$ cat src/hw/rtl/scba_pkg.sv
// Package for the size class block allocator: pool geometry, status, class
// and action codes, word types and the block offset function.
// Depends on nothing; used by size_class_block_allocator_unit.
package scba_pkg;

    // Pool geometry
    localparam int SMALL_BLOCKS  = 8;
    localparam int MEDIUM_BLOCKS = 8;
    localparam int LARGE_BLOCKS  = 4;
    localparam int HEADER_BYTES  = 8;

    localparam int NUM_CLASSES  = 3;
    localparam int TOTAL_BLOCKS = SMALL_BLOCKS + MEDIUM_BLOCKS + LARGE_BLOCKS;
    localparam int BLK_W        = (TOTAL_BLOCKS > 1) ? $clog2(TOTAL_BLOCKS) : 1;
    localparam int ADDR_W       = 16;

    localparam int SIZE_SMALL  = 16;
    localparam int SIZE_MEDIUM = 32;
    localparam int SIZE_LARGE  = 64;

    localparam int SHIFT_SMALL  = $clog2(SIZE_SMALL);
    localparam int SHIFT_MEDIUM = $clog2(SIZE_MEDIUM);
    localparam int SHIFT_LARGE  = $clog2(SIZE_LARGE);

    localparam int FIRST_SMALL  = 0;
    localparam int FIRST_MEDIUM = SMALL_BLOCKS;
    localparam int FIRST_LARGE  = SMALL_BLOCKS + MEDIUM_BLOCKS;

    localparam int SPAN_SMALL  = SMALL_BLOCKS * SIZE_SMALL;
    localparam int SPAN_MEDIUM = MEDIUM_BLOCKS * SIZE_MEDIUM;
    localparam int SPAN_LARGE  = LARGE_BLOCKS * SIZE_LARGE;

    localparam int OFF_MEDIUM = SPAN_SMALL;
    localparam int OFF_LARGE  = SPAN_SMALL + SPAN_MEDIUM;

    // Largest payload each class carries
    localparam int FIT_SMALL  = SIZE_SMALL - HEADER_BYTES;
    localparam int FIT_MEDIUM = SIZE_MEDIUM - HEADER_BYTES;
    localparam int FIT_LARGE  = SIZE_LARGE - HEADER_BYTES;

    // Status codes
    localparam logic [1:0] ST_OK        = 2'd0;
    localparam logic [1:0] ST_EXHAUSTED = 2'd1;
    localparam logic [1:0] ST_TOO_LARGE = 2'd2;
    localparam logic [1:0] ST_BAD_FREE  = 2'd3;

    // Size class codes
    localparam logic [1:0] CLS_SMALL  = 2'd0;
    localparam logic [1:0] CLS_MEDIUM = 2'd1;
    localparam logic [1:0] CLS_LARGE  = 2'd2;

    // Action codes
    localparam logic ACT_ALLOC = 1'b0;
    localparam logic ACT_FREE  = 1'b1;

    typedef logic [BLK_W-1:0]  blk_t;
    typedef logic [ADDR_W-1:0] addr_t;

    typedef struct packed {
        logic       action;
        addr_t      request_bytes;
        addr_t      release_address;
    } req_t;

    typedef struct packed {
        logic [1:0] status;
        addr_t      user_address;
        logic [1:0] size_class;
    } rsp_t;

    // Byte offset of a block (global index) from the area base
    function automatic addr_t block_offset(input logic [1:0] cls, input blk_t blk);
        addr_t off;
        case (cls)
            CLS_SMALL:
                off = (addr_t'(blk) - addr_t'(FIRST_SMALL)) << SHIFT_SMALL;
            CLS_MEDIUM:
                off = addr_t'(OFF_MEDIUM)
                    + ((addr_t'(blk) - addr_t'(FIRST_MEDIUM)) << SHIFT_MEDIUM);
            CLS_LARGE:
                off = addr_t'(OFF_LARGE)
                    + ((addr_t'(blk) - addr_t'(FIRST_LARGE)) << SHIFT_LARGE);
            default:
                off = '0;
        endcase
        return off;
    endfunction

endpackage

$ cat src/hw/rtl/size_class_block_allocator_unit.sv
// Top level of the size class block allocator: request register, free-list
// state in flip-flops and result register.
// Depends on scba_pkg.

// Three pools of 16-, 32- and 64-byte blocks lie back to back from area_base,
// each with its own LIFO free list held in flip-flops. A request is taken at
// any edge where start is high; busy stays low, so one request per clock is
// sustained. done and the result are registered together at the edge after
// the request edge; the result is shown for exactly one cycle, one result per
// request, in order; the receiver cannot hold it off. Between the request
// register and the result register lies one read of a class head and its
// link, with the head and link written back at the edge that loads the result.
// The user must write area_base through cfg_valid/cfg_data (cfg_ready is always
// high) only while no request is outstanding; the block does not enforce it.
// A double free is not detected.
module size_class_block_allocator_unit (
    input  logic                clk,
    input  logic                rst_n,
    input  logic                start,
    output logic                busy,
    input  scba_pkg::req_t      request,
    input  logic                cfg_valid,
    output logic                cfg_ready,
    input  scba_pkg::addr_t     cfg_data,
    output logic                done,
    output scba_pkg::rsp_t      result
);

    // Configuration and free-list state
    scba_pkg::addr_t                   area_base_reg;
    scba_pkg::blk_t                    next_free_reg [scba_pkg::TOTAL_BLOCKS];
    logic [scba_pkg::TOTAL_BLOCKS-1:0] next_valid_reg;
    scba_pkg::blk_t                    head_reg [scba_pkg::NUM_CLASSES];
    logic [scba_pkg::NUM_CLASSES-1:0]  head_valid_reg;

    // Request and result stages
    logic                              in_valid_reg;
    scba_pkg::req_t                    in_reg;
    logic                              done_reg;
    scba_pkg::rsp_t                    rsp_reg;
    scba_pkg::rsp_t                    rsp_next;

    // Allocate path
    logic                              a_fit;
    logic [1:0]                        a_cls;
    scba_pkg::blk_t                    a_blk;
    logic                              a_ok;
    scba_pkg::addr_t                   a_addr;

    // Free path
    scba_pkg::addr_t                   f_off0;
    scba_pkg::addr_t                   f_off1;
    scba_pkg::addr_t                   f_off2;
    logic                              f_ok;
    logic [1:0]                        f_cls;
    scba_pkg::blk_t                    f_blk;

    logic                              pop_en;
    logic                              push_en;

    assign busy      = 1'b0;
    assign cfg_ready = 1'b1;
    assign done      = done_reg;
    assign result    = rsp_reg;

    // Configuration register
    always_ff @(posedge clk or negedge rst_n)
    begin
        if (!rst_n)
        begin
            area_base_reg <= '0;
        end
        else if (cfg_valid && cfg_ready)
        begin
            area_base_reg <= cfg_data;
        end
    end

    // Request valid and result strobe
    always_ff @(posedge clk or negedge rst_n)
    begin
        if (!rst_n)
        begin
            in_valid_reg <= 1'b0;
            done_reg     <= 1'b0;
        end
        else
        begin
            in_valid_reg <= start && !busy;
            done_reg     <= in_valid_reg;
        end
    end

    // Capture request word, register result word
    always_ff @(posedge clk)
    begin
        if (start && !busy)
        begin
            in_reg <= request;
        end
        rsp_reg <= rsp_next;
    end

    // Pick the first class that fits and look at its head
    always_comb
    begin
        a_fit = 1'b1;
        a_cls = scba_pkg::CLS_SMALL;
        if (in_reg.request_bytes <= scba_pkg::addr_t'(scba_pkg::FIT_SMALL))
        begin
            a_cls = scba_pkg::CLS_SMALL;
        end
        else if (in_reg.request_bytes <= scba_pkg::addr_t'(scba_pkg::FIT_MEDIUM))
        begin
            a_cls = scba_pkg::CLS_MEDIUM;
        end
        else if (in_reg.request_bytes <= scba_pkg::addr_t'(scba_pkg::FIT_LARGE))
        begin
            a_cls = scba_pkg::CLS_LARGE;
        end
        else
        begin
            a_fit = 1'b0;
        end
        a_blk  = head_reg[a_cls];
        a_ok   = a_fit && head_valid_reg[a_cls]
               && ({1'b0, a_blk} < (scba_pkg::BLK_W + 1)'(scba_pkg::TOTAL_BLOCKS));
        a_addr = area_base_reg + scba_pkg::block_offset(a_cls, a_blk)
               + scba_pkg::addr_t'(scba_pkg::HEADER_BYTES);
    end

    // Decode class and block from a release address
    always_comb
    begin
        f_off0 = in_reg.release_address - scba_pkg::addr_t'(scba_pkg::HEADER_BYTES)
               - area_base_reg;
        f_off1 = f_off0 - scba_pkg::addr_t'(scba_pkg::SPAN_SMALL);
        f_off2 = f_off1 - scba_pkg::addr_t'(scba_pkg::SPAN_MEDIUM);
        f_ok   = 1'b0;
        f_cls  = scba_pkg::CLS_SMALL;
        f_blk  = '0;
        if (f_off0 < scba_pkg::addr_t'(scba_pkg::SPAN_SMALL))
        begin
            f_cls = scba_pkg::CLS_SMALL;
            f_ok  = (f_off0 & scba_pkg::addr_t'(scba_pkg::SIZE_SMALL - 1)) == '0;
            f_blk = scba_pkg::blk_t'(scba_pkg::FIRST_SMALL)
                  + scba_pkg::blk_t'(f_off0 >> scba_pkg::SHIFT_SMALL);
        end
        else if (f_off1 < scba_pkg::addr_t'(scba_pkg::SPAN_MEDIUM))
        begin
            f_cls = scba_pkg::CLS_MEDIUM;
            f_ok  = (f_off1 & scba_pkg::addr_t'(scba_pkg::SIZE_MEDIUM - 1)) == '0;
            f_blk = scba_pkg::blk_t'(scba_pkg::FIRST_MEDIUM)
                  + scba_pkg::blk_t'(f_off1 >> scba_pkg::SHIFT_MEDIUM);
        end
        else if (f_off2 < scba_pkg::addr_t'(scba_pkg::SPAN_LARGE))
        begin
            f_cls = scba_pkg::CLS_LARGE;
            f_ok  = (f_off2 & scba_pkg::addr_t'(scba_pkg::SIZE_LARGE - 1)) == '0;
            f_blk = scba_pkg::blk_t'(scba_pkg::FIRST_LARGE)
                  + scba_pkg::blk_t'(f_off2 >> scba_pkg::SHIFT_LARGE);
        end
    end

    // Form the result word and the list updates
    always_comb
    begin
        pop_en   = 1'b0;
        push_en  = 1'b0;
        rsp_next = '{status: scba_pkg::ST_OK, user_address: '0,
                     size_class: scba_pkg::CLS_SMALL};
        if (in_valid_reg)
        begin
            case (in_reg.action)
                scba_pkg::ACT_ALLOC:
                begin
                    pop_en = a_ok;
                    if (!a_fit)
                    begin
                        rsp_next.status = scba_pkg::ST_TOO_LARGE;
                    end
                    else
                    begin
                        rsp_next.size_class = a_cls;
                        rsp_next.status     = a_ok ? scba_pkg::ST_OK
                                                   : scba_pkg::ST_EXHAUSTED;
                        if (a_ok)
                        begin
                            rsp_next.user_address = a_addr;
                        end
                    end
                end
                scba_pkg::ACT_FREE:
                begin
                    push_en = f_ok;
                    if (f_ok)
                    begin
                        rsp_next.size_class = f_cls;
                    end
                    else
                    begin
                        rsp_next.status = scba_pkg::ST_BAD_FREE;
                    end
                end
                default:
                begin
                    rsp_next.status = scba_pkg::ST_BAD_FREE;
                end
            endcase
        end
    end

    // Free lists: ascending chain per class after reset; pop or push per word
    always_ff @(posedge clk or negedge rst_n)
    begin
        if (!rst_n)
        begin
            for (int i = 0; i < scba_pkg::TOTAL_BLOCKS; i++)
            begin
                next_free_reg[i]  <= scba_pkg::blk_t'(i + 1);
                next_valid_reg[i] <= !((i == scba_pkg::FIRST_MEDIUM - 1)
                                    || (i == scba_pkg::FIRST_LARGE - 1)
                                    || (i == scba_pkg::TOTAL_BLOCKS - 1));
            end
            head_reg[scba_pkg::CLS_SMALL]  <= scba_pkg::blk_t'(scba_pkg::FIRST_SMALL);
            head_reg[scba_pkg::CLS_MEDIUM] <= scba_pkg::blk_t'(scba_pkg::FIRST_MEDIUM);
            head_reg[scba_pkg::CLS_LARGE]  <= scba_pkg::blk_t'(scba_pkg::FIRST_LARGE);
            head_valid_reg <= '1;
        end
        else if (pop_en)
        begin
            head_reg[a_cls]       <= next_free_reg[a_blk];
            head_valid_reg[a_cls] <= next_valid_reg[a_blk];
        end
        else if (push_en)
        begin
            next_free_reg[f_blk]  <= head_reg[f_cls];
            next_valid_reg[f_blk] <= head_valid_reg[f_cls];
            head_reg[f_cls]       <= f_blk;
            head_valid_reg[f_cls] <= 1'b1;
        end
    end

    // Every accepted request is later followed by done
    assert property (@(posedge clk) disable iff (!rst_n)
        (start && !busy) |=> ##1 done)
    else $error("request accepted without a result two cycles later");

    // Only a successful allocate gives out an address
    assert property (@(posedge clk) disable iff (!rst_n)
        (done && (result.status != scba_pkg::ST_OK)) |-> (result.user_address == '0))
    else $error("failed request returned a non-zero address");

    // An oversized request reports the small class
    assert property (@(posedge clk) disable iff (!rst_n)
        (done && (result.status == scba_pkg::ST_TOO_LARGE))
            |-> (result.size_class == scba_pkg::CLS_SMALL))
    else $error("oversized request reported a class");

    // A class list can run empty only through an allocate
    assert property (@(posedge clk) disable iff (!rst_n)
        (($past(head_valid_reg) & ~head_valid_reg) != '0)
            |-> $past(in_valid_reg && (in_reg.action == scba_pkg::ACT_ALLOC)))
    else $error("class head lost its valid bit without an allocate");

endmodule

$ cat config.mk
export PLATFORM = sky130hd
export DESIGN_NAME = size_class_block_allocator_unit
export DESIGN_NICKNAME = d
export VERILOG_FILES = /design/src/hw/rtl/scba_pkg.sv /design/src/hw/rtl/size_class_block_allocator_unit.sv
export SDC_FILE = /design/constraint.sdc
export NUM_CORES = 1
export LEC_CHECK = 0
export BUFFER_PORTS_ARGS = -buffer_cell sky130_fd_sc_hd__buf_2
export CELL_PAD_IN_SITES_DETAIL_PLACEMENT = 2
export CELL_PAD_IN_SITES_GLOBAL_PLACEMENT = 2
export CORE_MARGIN = 4
export CORE_UTILIZATION = 39
export CTS_CLUSTER_SIZE = 25
export DETAILED_ROUTE_END_ITERATION = 12
export GPL_TIMING_DRIVEN = 0
export HOLD_SLACK_MARGIN = 0.12
export PLACE_DENSITY_LB_ADDON = 0.1
export SKIP_LAST_GASP = 1
export SYNTH_ARGS = -nofsm -noshare
export SYNTH_HDL_FRONTEND = slang
export SYNTH_SLANG_ARGS = --single-unit
export TNS_END_PERCENT = 100
$ cat constraint.sdc
create_clock -name clk -period 14.9 [get_ports clk]
set_input_delay 0.745 -clock clk [delete_from_list [all_inputs] [get_ports clk]]
set_output_delay 0.745 -clock clk [all_outputs]
set_load 0.005 [all_outputs]
After elaboration in Yosys (flattened, before gate mapping)
Cells that the tools add are included.
- $add $sub $neg: 12
- order comparisons: 21
- eq/ne operators: 2
- mux-type cells: 63
- bitwise logic cells: 10
- reductions and logical operators: 15
- operators by type and width (kind ; count):
    bitwise mux 100 bit ; 1
    2-to-1 mux 5 bit ; 12
    zero test 16 bit ; 3
    one-hot mux 16 bit (3 select lines) ; 1
    < comparator 16 x 9 -> 1 bit (second input constant) ; 2
    bitwise mux 15 bit ; 2
    2-to-1 mux 15 bit ; 2
    binary-select mux 5 bit (select 5 bit) ; 1
    demux 5 bit (select 5 bit) ; 1
    binary-select mux 5 bit (select 2 bit) ; 2
    bitwise mux 20 bit ; 1
    demux 5 bit (select 2 bit) ; 2
    2-to-1 mux 2 bit ; 10
    2-to-1 mux 1 bit ; 17
    adder 16 bit ; 1
    adder 16 x 4 -> 16 bit (second input constant) ; 1
    <= comparator 16 x 4 -> 1 bit (second input constant) ; 1
    <= comparator 16 x 5 -> 1 bit (second input constant) ; 1
    <= comparator 16 x 6 -> 1 bit (second input constant) ; 1
    < comparator 16 x 8 -> 1 bit (second input constant) ; 1
    subtractor 16 bit ; 1
    subtractor 16 x 4 -> 16 bit (second input constant) ; 1
    subtractor 16 x 8 -> 16 bit (second input constant) ; 1
    subtractor 16 x 9 -> 16 bit (second input constant) ; 1
    other kinds (33) ; 56
- flip-flop bits (word level): 209
- bits of input ports: 53
- output and inout port bits: 23
- logic and storage cells: 157

Depth between registers and ports, before layout
- depth after elaboration: 16
- depth in mapped cells: 24
- depth with buffers taken out: 23

Least setup slack after synthesis
No wires, ideal clock.
- path kind: register to register
- start: register area_base_reg[4]
- end: register next_free_reg[10] in the netlist's numbering
- library setup time: 0.125 ns
- data arrival time: 5.432 ns
- setup slack: 9.344 ns
- cell stages (with the launch flop): 19
- buffers on the path: 0
- clock period less this slack: 5.556 ns
- cell sequence: dfrtp_1 -> ha_1 -> inv_1 -> ha_1 -> a21o_1 -> a21o_1 -> o211a_1 -> or3_1 -> ha_1 -> or4_1 -> and2_1 -> ha_1 -> a311o_1 -> a21o_1 -> o22ai_2 -> o21ai_2 -> or4_4 -> nor3b_4 -> mux2_2
- cells in the longest elaborated chain, start to end: 13
- RTL lines (element ; line ; text):
    from (decl) ; size_class_block_allocator_unit.sv:30 ; scba_pkg::addr_t area_base_reg;
    from (signal assigned) ; size_class_block_allocator_unit.sv:75 ; area_base_reg <= cfg_data;
    subtractor 16 bit * ; size_class_block_allocator_unit.sv:136 ; - area_base_reg;
    subtractor 16 x 8 -> 16 bit ; size_class_block_allocator_unit.sv:137 ; f_off1 = f_off0 - scba_pkg::addr_t'(scba_pkg::SPAN_SMALL);
    subtractor 16 x 9 -> 16 bit ; size_class_block_allocator_unit.sv:138 ; f_off2 = f_off1 - scba_pkg::addr_t'(scba_pkg::SPAN_MEDIUM);
    < comparator 16 x 9 -> 1 bit / adder 5 bit (equally long branches) ; size_class_block_allocator_unit.sv:156, size_class_block_allocator_unit.sv:161 ;
    2-to-1 mux 5 bit ; size_class_block_allocator_unit.sv:156 ; else if (f_off2 < scba_pkg::addr_t'(scba_pkg::SPAN_LARGE))
    2-to-1 mux 5 bit ; size_class_block_allocator_unit.sv:149 ; else if (f_off1 < scba_pkg::addr_t'(scba_pkg::SPAN_MEDIUM))
    2-to-1 mux 5 bit ; size_class_block_allocator_unit.sv:142 ; if (f_off0 < scba_pkg::addr_t'(scba_pkg::SPAN_SMALL))
    inverter 5 -> 6 bit (implied by the code) ; size_class_block_allocator_unit.sv:237 ; next_free_reg[f_blk] <= head_reg[f_cls];
    >= comparator 6 bit (implied by the code) / < comparator 6 x 1 -> 1 bit (equally long branches) ; size_class_block_allocator_unit.sv:237 ;
    logical AND 1 bit (implied by the code) ; size_class_block_allocator_unit.sv:237 ;
    2-to-1 mux 5 bit (implied by the code) ; size_class_block_allocator_unit.sv:237 ;
    demux 5 bit (select 5 bit) ; size_class_block_allocator_unit.sv:237 ;
    bitwise mux 100 bit ; size_class_block_allocator_unit.sv:237 ;
    to (signal, indexed assignment) ; size_class_block_allocator_unit.sv:220 ; next_free_reg[i] <= scba_pkg::blk_t'(i + 1);
    to (signal, indexed assignment) ; size_class_block_allocator_unit.sv:237 ;
    to (decl) ; size_class_block_allocator_unit.sv:31 ; scba_pkg::blk_t next_free_reg [scba_pkg::TOTAL_BLOCKS];
Mark *: on every way between the ends. The rest lies on a longest branch, timed or not. The select of a mux whose other input is x is not followed.
A chain may end at the register's enable or synchronous reset.

Worst setup path in the final report
- start: register in_reg[1] in the netlist's numbering
- end: register next_free_reg[28] in the netlist's numbering
- cells in the longest elaborated chain, start to end: 14
- RTL lines (element ; line ; text):
    from (decl) ; size_class_block_allocator_unit.sv:38 ; scba_pkg::req_t in_reg;
    from (signal assigned) ; size_class_block_allocator_unit.sv:99 ; in_reg <= request;
    subtractor 16 x 4 -> 16 bit * ; size_class_block_allocator_unit.sv:135 ; f_off0 = in_reg.release_address - scba_pkg::addr_t'(scba_pkg::HEADER_BYTES)
    subtractor 16 bit * ; size_class_block_allocator_unit.sv:136 ;
    subtractor 16 x 8 -> 16 bit ; size_class_block_allocator_unit.sv:137 ;
    subtractor 16 x 9 -> 16 bit ; size_class_block_allocator_unit.sv:138 ;
    < comparator 16 x 9 -> 1 bit / adder 5 bit (equally long branches) ; size_class_block_allocator_unit.sv:156, size_class_block_allocator_unit.sv:161 ;
    2-to-1 mux 5 bit ; size_class_block_allocator_unit.sv:156 ;
    2-to-1 mux 5 bit ; size_class_block_allocator_unit.sv:149 ;
    2-to-1 mux 5 bit ; size_class_block_allocator_unit.sv:142 ;
    inverter 5 -> 6 bit (implied by the code) ; size_class_block_allocator_unit.sv:237 ;
    >= comparator 6 bit (implied by the code) / < comparator 6 x 1 -> 1 bit (equally long branches) ; size_class_block_allocator_unit.sv:237 ;
    logical AND 1 bit (implied by the code) ; size_class_block_allocator_unit.sv:237 ;
    2-to-1 mux 5 bit (implied by the code) ; size_class_block_allocator_unit.sv:237 ;
    demux 5 bit (select 5 bit) ; size_class_block_allocator_unit.sv:237 ;
    bitwise mux 100 bit ; size_class_block_allocator_unit.sv:237 ;
Marks and branches as above.

==> flow_metrics.py <==
metrics = {
    "critical_path": {
        "critPathLaunchType": "flip-flop",
        "crit_chain": "ha_1 > ha_1 > inv_1 > fa_1 > nand2b_1 > a21oi_2 > nor3_1 > nor2_1 > inv_2 > ha_1 > or4_1 > and2_1 > ha_1 > and2_1 > a32o_1 > clkbuf_1 > o211ai_1 > a221o_1 > clkbuf_1 > mux2_2",
        "crit_slowest_cell": "o211ai_1",
        "critical_path_cell_count": 20,
        "worst-setup-path-type": "flip-flop to flip-flop",
        "end_kind": "flip-flop",
        "arrival_ns": 7.44,
        "crit_family": "simple AND/OR/NAND/NOR gates",
        "crit_path_max_incr_delay_ns": 0.74,
        "ff2ff_path_depth": 20,
        "crit_path_max_fanout": 10,
        "critPathBufInv": 4,
        "cp_common_cell": "ha_1",
        "required_ns": 15.37,
    },
    "synth": {
        "syn_avg_cell_area_sq_um": 10.4,
        "synth_ff_type": "dfrtp_1",
        "ys_types": 93,
        "syn-cell-area_sq_mm": 0.0120,
        "synth_cells": 1154,
        "ys_seq_area_share_pct": 44.9,
        "yosys_warnings": 0,
        "syn-num-nets": 1260,
        "ys_seq_elements": 209,
        "synth-edff-count": 33,
        "synthArstFlopShare_pct": 74.6,
    },
    "sta": {
        "worst_pin_slew_ns": 1.04,
        "slew_headroom_pct": 30.8,
        "fin_skew_ns": 0.0179,
        "period_share_pct": 46.8,
        "finalCriticalPeriod_ns": 6.97,
        "setup_viol_count_final": 0,
        "fin_setup_tns_ns": 0,
        "hold_viol": 0,
        "max_clock_freq_ghz": 0.144,
        "finalWorstSetupSlack_ns": 7.93,
        "maxSlewViolCount": 0,
        "rsz0062_at_grt": "false",
    },
    "layout": {
        "fill_cells": 3177,
        "drive_above_1_share_pct": 29.0,
        "syn2layout_area_growth_pct": 14.3,
        "final-seq-area_sq_mm": 0.00538,
        "num-nets-final": 1362,
        "num_antenna_cells": 0,
        "multi_input_area_sq_mm": 0.00606,
        "final_cell_mix": "nand2_1 (124), mux2_2 (120), dfrtp_1 (92)",
        "largest_reg_flops": 100,
        "final_common_cell": "nand2_1",
    },
    "global_routing": {
        "grt_pass1_wl_mm": 63.6,
        "grt_pass1_vias": 10300,
        "gr-total-overflow": 0,
        "gr-usage-all-layers_pct": 24.4,
        "antenna_found_initial": 1,
        "grt_max_degree": 106,
    },
    "clock_tree": {
        "cts_resized": 0,
        "ctsHoldBuffers": 0,
        "ctsHtreeMaxLevel": 1,
        "post-cts-setup-buffer-count": 0,
        "cts_root_buffer": "clkbuf_16",
        "clk_pin_slew_ns": 0.06,
        "worst_skew_pair.late_latency_ns": 0.54,
        "clock_path_buffers": 3,
        "cts_made_buffers": 26,
        "cts_sinks": 209,
        "cts_tree": "yes",
    },
    "pwr": {
        "ir_drop_uv": 98.6,
        "cellLeakagePower_nw": 5.97,
        "power_density_mw_per_mm2": 119,
    },
    "detailed_routing": {
        "drt_pass1_iterations": 5,
        "viasPerCell": 5.72,
        "drt_iter0_drc": 529,
        "routedWlPerCell_um": 24.9,
        "routed_wl_mm": 41.4,
        "final_antenna_net_count": 0,
        "num_vias": 9535,
        "drc": 0,
    },
    "place": {
        "hpwl_mm": 30.3,
        "gp_congestion": 0.812,
        "numPortBuffers": 73,
        "pre_cts_slack_ns": 8.13,
    },
    "floorplan": {
        "io_pins": 76,
        "num_rows": 63,
        "die_w_um": 183,
        "die_y_um": 183,
        "initial_core_util_pct": 40.0,
        "core_area_sq_mm": 0.0300,
        "fp.dieArea_sq_mm": 0.0336,
    },
    "run_status": {
        "status": "complete, no violations",
    },
    "min_path": {
        "hp-class": "input port to async pin",
    },
    "run": {
        "maxCapViolCount": 0,
    },
}
==> cells in the mapped netlist (8+ instances only) <==
cell,instances,area (sq um)
o21ai_0,41,205
a211oi_1,13,97.6
nor2_1,67,251
mux2i_1,18,180
nand4_1,8,50.1
a221o_1,9,90.1
nor3b_4,8,150
buf_2,15,75.1
xnor2_1,16,140
nor2b_1,8,50.1
mux2_2,120,1350
o22ai_1,10,62.6
a31oi_1,13,81.3
nand3_1,51,255
dfxtp_1,20,400
clkbuf_1,34,128
a21oi_1,37,185
nand2_1,124,465
ha_1,51,638
nor3_1,22,110
inv_1,67,251
nor4_1,10,62.6
xor2_1,9,78.8
a21o_1,13,97.6
dfstp_2,64,1680
and3_1,20,125
edfxtp_1,33,991
nand2b_1,14,87.6
o211ai_1,8,60.1
buf_4,8,60.1
dfrtp_1,92,2300
==> power by group <==
part	internal, mW	total, mW	switching (mW)
Combinational	0.134	0.410	0.276
Clock	0.357	0.612	0.255
Sequential	0.594	0.605	0.0112
Total	1.08	1.63	0.542
==> worst register-to-register path, stage by stage, from the launching register on <==
cell and delay [ns]:
edfxtp_1 0.40, ha_1 0.31, ha_1 0.21, inv_1 0.08, fa_1 0.40, nand2b_1 0.21
a21oi_2 0.25, nor3_1 0.12, nor2_1 0.50, inv_2 0.22, ha_1 0.32, or4_1 0.59
and2_1 0.22, ha_1 0.27, and2_1 0.18, a32o_1 0.29, clkbuf_1 0.26, o211ai_1 0.74
a221o_1 0.29, clkbuf_1 0.73, mux2_2 0.32
==> through the flow <==
step / instance area (sq um) / instances / util, % / total power, mW / hold slack, ns
after global placement: 12800 / 1617 / 42.8 / 1.00 / 0.472
after global routing: 13700 / 1666 / 45.7 / 1.71 / 0.152
after CTS: 13700 / 1666 / 45.7 / 1.64 / 0.129
after detailed placement: 12900 / 1618 / 42.9 / 1.02 / 0.479
final: 13700 / 1666 / 45.7 / 1.63 / 0.133
after floorplan: 12000 / 1154 / - / 0.891 / 0.418
==> final cells by class <==
class / count / share of cell area (%)
clock inverters: 8 / 0.320
repair buffers: 74 / 2.94
well taps: 390 / 3.57
clock buffers: 40 / 5.66
flip-flops and latches: 209 / 39.3
inverters: 69 / 1.89
multi-input cells: 815 / 44.3
plain buffers: 61 / 2.04
==> worst paths after layout <==
path | startpoint | end | slack, ns
worst max-delay path | in_reg[1]$_DFFE_PP_ | next_free_reg[28]$_DFFE_PN1P_ | 7.93
worst min-delay path | rst_n | next_free_reg[41]$_DFFE_PN0P_ | 0.13
worst max register to register | in_reg[1]$_DFFE_PP_ | next_free_reg[28]$_DFFE_PN1P_ | 7.93
worst min register to register | in_valid_reg$_DFF_PN0_ | done$_DFF_PN0_ | 0.50
max in group asynchronous | rst_n | next_free_reg[49]$_DFFE_PN0P_ | 13.86
min in group clk | request[1] | in_reg[1]$_DFFE_PP_ | 0.38
==> layer usage <==
metal  GRT usage [%]  up-vias  wire length [um]
met3            3.61       47              1870
met2            39.6      173             19000
met4            4.08        0               734
li1                -     4359                 -
met1            35.3     4956             19800
met5               0        -                 0
==> logic make-up (layout without fill, tap and decap cells) <==
kind of cell / Yosys count / after routing / synth area share, %
flip-flops: 209 / 209 / 44.9
other: 2 / 2 / 0.0627
adder cells (fa/ha/maj): 53 / 53 / 5.66
AO/OA/AOI/OAI: 209 / 209 / 12.6
XOR/XNOR: 25 / 25 / 1.83
multiplexers: 149 / 149 / 14.0
AND/OR/NAND/NOR: 377 / 377 / 16.5
buffers and inverters: 130 / 252 / 4.49
No activity file was read; power rests on OpenSTA's default activity.
